## src/hw/rtl/chdc_pkg.sv

```systemverilog
// ----------------------------------------------------------------------------
// chdc_pkg
// Shared types, opcodes, limits and the month-length table for the calendar
// hour/date counter.
// ----------------------------------------------------------------------------
package chdc_pkg;

    // Opcodes carried by each request.
    localparam logic [2:0] OP_LOAD      = 3'd0;
    localparam logic [2:0] OP_HOUR_UP   = 3'd1;
    localparam logic [2:0] OP_HOUR_DOWN = 3'd2;
    localparam logic [2:0] OP_DAY_UP    = 3'd3;
    localparam logic [2:0] OP_DAY_DOWN  = 3'd4;

    // Calendar limits.
    localparam logic [13:0] LAST_YEAR  = 14'd9999;
    localparam logic [13:0] FIRST_YEAR = 14'd0;
    localparam logic [3:0]  MONTH_JAN  = 4'd1;
    localparam logic [3:0]  MONTH_DEC  = 4'd12;
    localparam logic [4:0]  FIRST_DAY  = 5'd1;
    localparam logic [4:0]  LAST_HOUR  = 5'd23;
    localparam logic [4:0]  FIRST_HOUR = 5'd0;

    // State after reset: midnight, 1 January 2000.
    localparam logic [13:0] RESET_YEAR  = 14'd2000;
    localparam logic [3:0]  RESET_MONTH = 4'd1;
    localparam logic [4:0]  RESET_DAY   = 5'd1;
    localparam logic [4:0]  RESET_HOUR  = 5'd0;

    // Divisibility by 25 through the multiplicative inverse of 25 modulo 2^16:
    // y is a multiple of 25 exactly when (y * INV25) mod 2^16 <= DIV25_LIMIT.
    localparam logic [15:0] INV25       = 16'h5C29;
    localparam logic [15:0] DIV25_LIMIT = 16'd2621;

    // Days per month in a common year, January first.
    localparam logic [4:0] MONTH_LEN [12] = '{
        5'd31, 5'd28, 5'd31, 5'd30, 5'd31, 5'd30,
        5'd31, 5'd31, 5'd30, 5'd31, 5'd30, 5'd31
    };

    // Calendar state as it moves between the counter and the step logic.
    typedef struct packed {
        logic [13:0] year;
        logic [3:0]  month;
        logic [4:0]  day;
        logic [4:0]  hour;
    } t_cal_state;

    // Length of a month; zero for a month number outside 1 to 12.
    function automatic logic [4:0] days_in_month(input logic [3:0] month,
                                                 input logic       leap);
        logic [4:0] len;
        len = 5'd0;
        if ((month >= MONTH_JAN) && (month <= MONTH_DEC)) begin
            len = MONTH_LEN[month - MONTH_JAN];
            if ((month == 4'd2) && leap) begin
                len = 5'd29;
            end
        end
        return len;
    endfunction

endpackage

```

## src/hw/rtl/chdc_leap.sv

```systemverilog
// ----------------------------------------------------------------------------
// chdc_leap
// Gregorian leap-year test on a 14-bit year, using masks for the powers of
// two and a constant-inverse multiply for the factor of 25.
// ----------------------------------------------------------------------------
module chdc_leap (
    input  logic [13:0] i_year,
    output logic        o_leap
);
    import chdc_pkg::*;

    logic [15:0] w_prod;
    logic        w_div4;
    logic        w_div16;
    logic        w_div25;

    // Product modulo 2^16 falls at or below the limit only for multiples of 25.
    assign w_prod  = {2'd0, i_year} * INV25;
    assign w_div25 = (w_prod <= DIV25_LIMIT);

    assign w_div4  = (i_year[1:0] == 2'b00);
    assign w_div16 = (i_year[3:0] == 4'b0000);

    // Divisible by 400 means by 16 and 25; a century year otherwise is common.
    assign o_leap = w_div4 && (!w_div25 || w_div16);

endmodule

```

## src/hw/rtl/chdc_step.sv

```systemverilog
// ----------------------------------------------------------------------------
// chdc_step
// Single-pass next-state logic: applies one opcode to the current calendar
// state and flags requests that are refused.
// ----------------------------------------------------------------------------
module chdc_step (
    input  chdc_pkg::t_cal_state i_cur,
    input  logic [2:0]           i_opcode,
    input  logic [4:0]           i_load_day,
    input  logic [3:0]           i_load_month,
    input  logic [13:0]          i_load_year,
    input  logic [4:0]           i_load_hour,
    output chdc_pkg::t_cal_state o_next,
    output logic                 o_rejected
);
    import chdc_pkg::*;

    logic [13:0] w_leap_year;
    logic        w_leap;
    logic [4:0]  w_cur_len;
    logic [4:0]  w_prev_len;
    logic [4:0]  w_load_len;
    logic        w_load_ok;
    t_cal_state  w_up;
    logic        w_up_ok;
    t_cal_state  w_down;
    logic        w_down_ok;

    // A load needs the leap flag of the loaded year, every step that of the
    // current one, so a single test is shared.
    assign w_leap_year = (i_opcode == OP_LOAD) ? i_load_year : i_cur.year;

    chdc_leap u_leap (
        .i_year (w_leap_year),
        .o_leap (w_leap)
    );

    assign w_cur_len  = days_in_month(i_cur.month, w_leap);
    assign w_prev_len = days_in_month(i_cur.month - 4'd1, w_leap);
    assign w_load_len = days_in_month(i_load_month, w_leap);

    // A load must name a real hour and a real date within the year range.
    assign w_load_ok = (i_load_month >= MONTH_JAN) && (i_load_month <= MONTH_DEC) &&
                       (i_load_year <= LAST_YEAR) && (i_load_hour <= LAST_HOUR) &&
                       (i_load_day >= FIRST_DAY) && (i_load_day <= w_load_len);

    // One day forward, refused past the end of the last year.
    always_comb begin
        w_up    = i_cur;
        w_up_ok = 1'b1;
        if (i_cur.day >= w_cur_len) begin
            if (i_cur.month >= MONTH_DEC) begin
                if (i_cur.year >= LAST_YEAR) begin
                    w_up_ok = 1'b0;
                end else begin
                    w_up.year  = i_cur.year + 14'd1;
                    w_up.month = MONTH_JAN;
                end
            end else begin
                w_up.month = i_cur.month + 4'd1;
            end
            if (w_up_ok) begin
                w_up.day = FIRST_DAY;
            end
        end else begin
            w_up.day = i_cur.day + 5'd1;
        end
    end

    // One day back, refused before the start of the first year.
    always_comb begin
        w_down    = i_cur;
        w_down_ok = 1'b1;
        if (i_cur.day <= FIRST_DAY) begin
            if (i_cur.month <= MONTH_JAN) begin
                if (i_cur.year == FIRST_YEAR) begin
                    w_down_ok = 1'b0;
                end else begin
                    w_down.year  = i_cur.year - 14'd1;
                    w_down.month = MONTH_DEC;
                    w_down.day   = days_in_month(MONTH_DEC, 1'b0);
                end
            end else begin
                w_down.month = i_cur.month - 4'd1;
                w_down.day   = w_prev_len;
            end
        end else begin
            w_down.day = i_cur.day - 5'd1;
        end
    end

    // Opcode selection; hour steps carry into day steps at midnight.
    always_comb begin
        o_next     = i_cur;
        o_rejected = 1'b0;
        unique case (i_opcode)
            OP_LOAD: begin
                if (w_load_ok) begin
                    o_next.year  = i_load_year;
                    o_next.month = i_load_month;
                    o_next.day   = i_load_day;
                    o_next.hour  = i_load_hour;
                end else begin
                    o_rejected = 1'b1;
                end
            end
            OP_HOUR_UP: begin
                if (i_cur.hour >= LAST_HOUR) begin
                    if (w_up_ok) begin
                        o_next      = w_up;
                        o_next.hour = FIRST_HOUR;
                    end else begin
                        o_rejected = 1'b1;
                    end
                end else begin
                    o_next.hour = i_cur.hour + 5'd1;
                end
            end
            OP_HOUR_DOWN: begin
                if (i_cur.hour == FIRST_HOUR) begin
                    if (w_down_ok) begin
                        o_next      = w_down;
                        o_next.hour = LAST_HOUR;
                    end else begin
                        o_rejected = 1'b1;
                    end
                end else begin
                    o_next.hour = i_cur.hour - 5'd1;
                end
            end
            OP_DAY_UP: begin
                if (w_up_ok) begin
                    o_next = w_up;
                end else begin
                    o_rejected = 1'b1;
                end
            end
            OP_DAY_DOWN: begin
                if (w_down_ok) begin
                    o_next = w_down;
                end else begin
                    o_rejected = 1'b1;
                end
            end
            default: begin
                o_next     = i_cur;
                o_rejected = 1'b0;
            end
        endcase
    end

endmodule

```

## src/hw/rtl/calendar_hour_date_counter_core.sv

```systemverilog
// ----------------------------------------------------------------------------
// calendar_hour_date_counter_core
// Up/down Gregorian calendar counter with hour resolution. It accepts one
// request per clock while no stall holds it and returns one result per
// request: the hour, day, month and year after the request, with a reject
// flag for refused loads and for steps past 31 December 9999 or before
// 1 January 0. Requests are registered on entry in the input register; the
// next state is worked out combinationally from that register and the state
// registers and is registered into the result register, which presents it.
// The sustained rate is one request per cycle when the output is not
// stalled, held by the combinational step logic feeding the state registers.
// A result waiting on a stalled output does not stop a further request from
// entering the input register while that register is empty.
// ----------------------------------------------------------------------------
module calendar_hour_date_counter_core (
    input  logic        i_clk,
    input  logic        i_rst_n,
    input  logic        i_in_valid,
    output logic        o_in_stall,
    input  logic [2:0]  i_opcode,
    input  logic [4:0]  i_load_day,
    input  logic [3:0]  i_load_month,
    input  logic [13:0] i_load_year,
    input  logic [4:0]  i_load_hour,
    output logic        o_out_valid,
    input  logic        i_out_stall,
    output logic [4:0]  o_day_now,
    output logic [3:0]  o_month_now,
    output logic [13:0] o_year_now,
    output logic [4:0]  o_hour_now,
    output logic        o_rejected
);
    import chdc_pkg::*;

    logic        r_in_valid;
    logic [2:0]  r_opcode;
    logic [4:0]  r_load_day;
    logic [3:0]  r_load_month;
    logic [13:0] r_load_year;
    logic [4:0]  r_load_hour;
    t_cal_state  r_state;
    logic        r_out_valid;
    t_cal_state  r_out_state;
    logic        r_out_rejected;
    t_cal_state  n_state;
    logic        n_rejected;
    logic        w_adv;
    logic        w_take;
    logic        w_fire;

    // Handshake: the result register frees when empty or being taken.
    assign w_adv      = !r_out_valid || !i_out_stall;
    assign o_in_stall = r_in_valid && !w_adv;
    assign w_take     = i_in_valid && !o_in_stall;
    assign w_fire     = r_in_valid && w_adv;

    // Control state: valid flags and the calendar counters.
    always_ff @(posedge i_clk) begin
        if (!i_rst_n) begin
            r_in_valid    <= 1'b0;
            r_out_valid   <= 1'b0;
            r_state.year  <= RESET_YEAR;
            r_state.month <= RESET_MONTH;
            r_state.day   <= RESET_DAY;
            r_state.hour  <= RESET_HOUR;
        end else begin
            if (w_take) begin
                r_in_valid <= 1'b1;
            end else if (w_adv) begin
                r_in_valid <= 1'b0;
            end
            if (w_fire) begin
                r_out_valid <= 1'b1;
                r_state     <= n_state;
            end else if (w_adv) begin
                r_out_valid <= 1'b0;
            end
        end
    end

    // Request payload register.
    always_ff @(posedge i_clk) begin
        if (w_take) begin
            r_opcode     <= i_opcode;
            r_load_day   <= i_load_day;
            r_load_month <= i_load_month;
            r_load_year  <= i_load_year;
            r_load_hour  <= i_load_hour;
        end
    end

    // Result payload register.
    always_ff @(posedge i_clk) begin
        if (w_fire) begin
            r_out_state    <= n_state;
            r_out_rejected <= n_rejected;
        end
    end

    // Next-state logic for the request held in the input register.
    chdc_step u_step (
        .i_cur        (r_state),
        .i_opcode     (r_opcode),
        .i_load_day   (r_load_day),
        .i_load_month (r_load_month),
        .i_load_year  (r_load_year),
        .i_load_hour  (r_load_hour),
        .o_next       (n_state),
        .o_rejected   (n_rejected)
    );

    assign o_out_valid = r_out_valid;
    assign o_day_now   = r_out_state.day;
    assign o_month_now = r_out_state.month;
    assign o_year_now  = r_out_state.year;
    assign o_hour_now  = r_out_state.hour;
    assign o_rejected  = r_out_rejected;

    // A pending result always shows the counters as they now stand.
    a_out_matches_state: assert property (@(posedge i_clk) disable iff (!i_rst_n)
        o_out_valid |-> (r_out_state == r_state))
        else $error("pending result differs from the calendar state");

    // A refused request leaves the counters untouched.
    a_reject_keeps_state: assert property (@(posedge i_clk) disable iff (!i_rst_n)
        (w_fire && n_rejected) |=> (r_state == $past(r_state)))
        else $error("refused request changed the calendar state");

    // The counters never leave the calendar range.
    a_state_in_range: assert property (@(posedge i_clk) disable iff (!i_rst_n)
        (r_state.month >= MONTH_JAN) && (r_state.month <= MONTH_DEC) &&
        (r_state.hour <= LAST_HOUR) && (r_state.day >= FIRST_DAY) &&
        (r_state.year <= LAST_YEAR))
        else $error("calendar state out of range");

    // The input side stalls only while a request is held and cannot move on.
    a_stall_cause: assert property (@(posedge i_clk) disable iff (!i_rst_n)
        o_in_stall |-> (r_in_valid && r_out_valid && i_out_stall))
        else $error("input stalled without a blocked request");

endmodule
```

## config.mk

```make
export PLATFORM = sky130hd
export DESIGN_NAME = calendar_hour_date_counter_core
export DESIGN_NICKNAME = d
export VERILOG_FILES = /design/src/hw/rtl/chdc_pkg.sv /design/src/hw/rtl/chdc_leap.sv /design/src/hw/rtl/chdc_step.sv /design/src/hw/rtl/calendar_hour_date_counter_core.sv
export SDC_FILE = /design/constraint.sdc
export NUM_CORES = 1
export LEC_CHECK = 0
export BUFFER_PORTS_ARGS = -buffer_cell sky130_fd_sc_hd__buf_4
export CAP_MARGIN = 20
export CORE_MARGIN = 4
export CORE_UTILIZATION = 55
export DETAILED_ROUTE_END_ITERATION = 8
export PLACE_DENSITY_LB_ADDON = 0.3
export SLEW_MARGIN = 20
export SYNTH_ARGS = -nofsm -noshare
export SYNTH_HDL_FRONTEND = slang
export SYNTH_SLANG_ARGS = --single-unit
```

## constraint.sdc

```tcl
create_clock -name i_clk -period 7.3 [get_ports i_clk]
set_clock_uncertainty 0.05 [all_clocks]
set_input_delay 0 -clock i_clk [delete_from_list [all_inputs] [get_ports i_clk]]
set_output_delay 0 -clock i_clk [all_outputs]
set_load 0.01 [all_outputs]
```

==> summary.txt <==
Critical path class - register to register
Crit path DAT - 7.89 ns
Finished Cell Area - 0.0104 mm2
Area share of the largest cell type after synthesis - 23.7%
Starting Density - 56.7%
Antenna cells - 0
LEAKAGE - 4.38 nW
GR Overflow Total - 0
Gpl congestion - 0.980
Die area - 0.0158 mm2
Synthesis Warnings - 0
Violated checks - setup timing
Max_slew headroom - 29.1%
CTS buffer count - 9
Synth Cell Area - 0.00760 mm2
Highest Clock Rate - 130 MHz
CTS tree - yes
Final Util - 77.6%
Mapped Avg Cell Area - 8.71 um2
Drt pass-1 iters - 7
Vert. Die Dim - 126 um
Num rows - 42
Outcome - finished, violations left
Iteration-0 DRC Markers - 1102
Slowest CP cell - fa_1
Startpoint types - register
EDFF count, synth - 60
Async SR Flop Fraction - 0%
GRT Resource Usage Total - 29.7%
Layout cells sized above 1 - 30.3%
PortBufs - 65
Mean number of vias per cell - 6.46
Final ANT Viol Nets - 0
Initial antenna violation count - 0
Clock Path Buffers - 2
Final hold vios - 0
Reg clk slew, reported paths - 0.07 ns
HPWL after DPL - 16600 um
Reg2reg start - r_opcode[1]$_DFFE_PP_
Nets - 1166
Area leader, netlist - edfxtp_1
# fillers - 861
Core ar. - 0.0134 mm2
WHS Path Cells - 2
Period utilization - 105%
Dpl cell area - 0.00874 mm2
Most frequent CP cell - fa_1
# H-tree levels - 3
Root buf cell - clkbuf_16
Post-Syn Instances - 872
Delay of the slowest critical-path stage - 0.50 ns
I/O pin cnt - 66
First-pass GRT wire length - 37600 um
Setup Viol. Count Final - 56
Crit end category - register
Worst Min Path Start - i_load_year[0]
Max FO, Critical Path - 8
Post-synth cell types - 73
Max-slew violations - 0
Max-cap violations - 0
Worst R2R End - r_state[15]$_SDFFE_PN0P_
Die X - 126 um
Clock sinks - 90
CP Data Required Time - 7.49 ns
PwrDens - 244 mW/mm2
HP Class - input pin to register
Final WL - 25400 um
Area contributors post-synth - edfxtp_1, ha_1, dfxtp_1, nand2_1, fa_1
Hold endpoint - r_load_year[0]$_DFFE_PP_
Final WS setup - -0.398 ns
DRC viols - 0
Worst slew pin tran - 1.06 ns
R2r setup slk - -0.40 ns
Register area share after synthesis - 31.6%
Clock Latency Late Sink - 0.35 ns
Tmin final - 7.70 ns
Cells on worst reg2reg path - 30
RSZ-0062 raised after global routing - true
WL/cell - 20.9 um
Number of global-route vias before repair - 7272
Via count - 7860
Area growth, synth to finish - 36.9%
Maximum vdd drop - 215 uV
Largest net degree at the start of global routing - 33
Post-synth top flop - edfxtp_1
Synth Register Bits - 90
Syn Nets - 1002
## metrics by stage
stage / std cells / power (mW) / hold WS [ns] / TNS (ns) / worst slack, ns
global placement: 1142 / 1.66 / 0.128 / -6.32 / -0.254
floorplan: 872 / 1.40 / 0.0489 / 0 / 0.0227
finish: 1217 / 2.53 / 0.317 / -14.87 / -0.398
detailed placement: 1142 / 1.69 / 0.129 / -14.21 / -0.396
global route: 1217 / 2.69 / 0.314 / -27.73 / -0.647
CTS: 1202 / 2.34 / 0.303 / -2.78 / -0.171
## critical path, delay by kind of cell (launching register included)
kind	cells	cell delay (ns)
multiplexers	1	0.26
AO/OA/AOI/OAI	9	1.55
AND/OR/NAND/NOR	6	1.26
adder cells (fa/ha/maj)	7	2.74
buffers and inverters	4	0.54
flip-flops	1	0.44
XOR/XNOR	3	0.74
## state kept, by name, indices dropped and copies added, names as in the netlist
name and flops:
r_in_valid 1, r_state 28, r_load_hour 5, r_load_month 4
o_year_now 14, o_hour_now 5, o_out_valid 1, r_load_year 14
o_month_now 4, o_day_now 5, r_opcode 3, o_rejected 1
r_load_day 5
## per-layer routing
layer	GRT usage, %	share of wire (%)	vias up	wire length [um]
li1	-	-	3527	-
met1	41.0	39	3683	9900
met2	44.8	45	542	11500
met3	7.51	12	108	2920
met4	11.9	4.2	0	1060
met5	0	0	-	0
## cells in the final DEF (no fill, tap or decap), types with 12 or more instances in the layout
cell and instances:
o21ai_0 39, a21oi_2 18, buf_6 17, ha_1 73, o211ai_1 12, dfxtp_1 30, nand2_1 86, dlygate4sd3_1 34
nand3_1 12, nor3_1 16, nor2_1 60, xnor2_1 14, o21ai_1 13, and3_1 12, buf_4 143, edfxtp_1 60
inv_1 62, fa_1 16, a21oi_1 46, a21o_1 12
## synth_stat cells, types with 5 or more instances
| master | count |
|---|---|
| o211ai_1 | 12 |
| a31oi_1 | 11 |
| edfxtp_1 | 60 |
| mux2i_1 | 7 |
| a221o_1 | 8 |
| clkbuf_1 | 41 |
| nor2b_1 | 14 |
| o21a_1 | 10 |
| nand2b_1 | 8 |
| o31ai_1 | 8 |
| xor2_1 | 5 |
| xnor2_1 | 14 |
| nand2_1 | 94 |
| ha_1 | 78 |
| a21oi_1 | 66 |
| and2_1 | 6 |
| a21o_1 | 12 |
| nor2_1 | 65 |
| a211oi_1 | 7 |
| fa_1 | 17 |
| o2111ai_1 | 6 |
| or3_1 | 5 |
| nor3_1 | 27 |
| and3_1 | 13 |
| dfxtp_1 | 30 |
| o21ai_0 | 58 |
| nor4_1 | 6 |
| a221oi_1 | 6 |
| a311oi_1 | 5 |
| nand3_1 | 20 |
| inv_1 | 66 |
## how the worst max path moves through the flow
stage / cells past startpoint / to / start / slack [ns]
after floorplan: 32 / r_state[5]$_SDFFE_PN1P_ / r_opcode[1]$_DFFE_PP_ / 0.02
after global placement: 30 / r_state[7]$_SDFFE_PN0P_ / r_opcode[2]$_DFFE_PP_ / -0.25
after detailed placement: 28 / o_year_now[11]$_DFFE_PP_ / r_opcode[1]$_DFFE_PP_ / -0.40
after CTS: 29 / o_day_now[3]$_DFFE_PP_ / r_opcode[0]$_DFFE_PP_ / -0.17
after global routing: 32 / o_day_now[3]$_DFFE_PP_ / r_opcode[0]$_DFFE_PP_ / -0.65
final: 30 / r_state[15]$_SDFFE_PN0P_ / r_opcode[1]$_DFFE_PP_ / -0.40
## cell families (layout without fill, tap and decap cells)
kind of cell               Yosys count  count (layout)  share of synthesized area, %
and+or+nand+nor                    283             283                          18.1
AOI/OAI and AO/OA                  259             259                          22.6
buffers and inverters              111             280                          5.60
adders and majority gates           95              95                          17.3
DFF                                 90              90                          31.6
xor gates and xnor gates            22              22                          3.08
muxes                               12              12                          1.70
## layout make-up
cell class	instances	area, um2	area share, %
Sequential cell	90	2400	23.1
Timing Repair Buffer	198	1690	16.2
Multi-Input combinational cell	671	5540	53.3
Inverter	66	248	2.38
Tap cell	176	220	2.12
Clock buffer	10	229	2.20
Clock inverter	6	75.1	0.722
## power by group
group          internal, mW  switching, mW  total (mW)
registers             0.585         0.0413       0.626
clock network         0.270          0.208       0.479
logic                 0.654          0.775        1.43
total                  1.51           1.02        2.53
## repair_timing
item / 4_1_cts / 5_1_grt
pin swaps: 53 / 79
hold buffers: 34 / 0
gates cloned: 0 / 1
setup buffers: 11 / 14
setup endpoints to repair: 56 / 57
hold endpoints to repair: 41 / 0
gates resized for setup: 69 / 111
(Power assumes the default switching activity.)
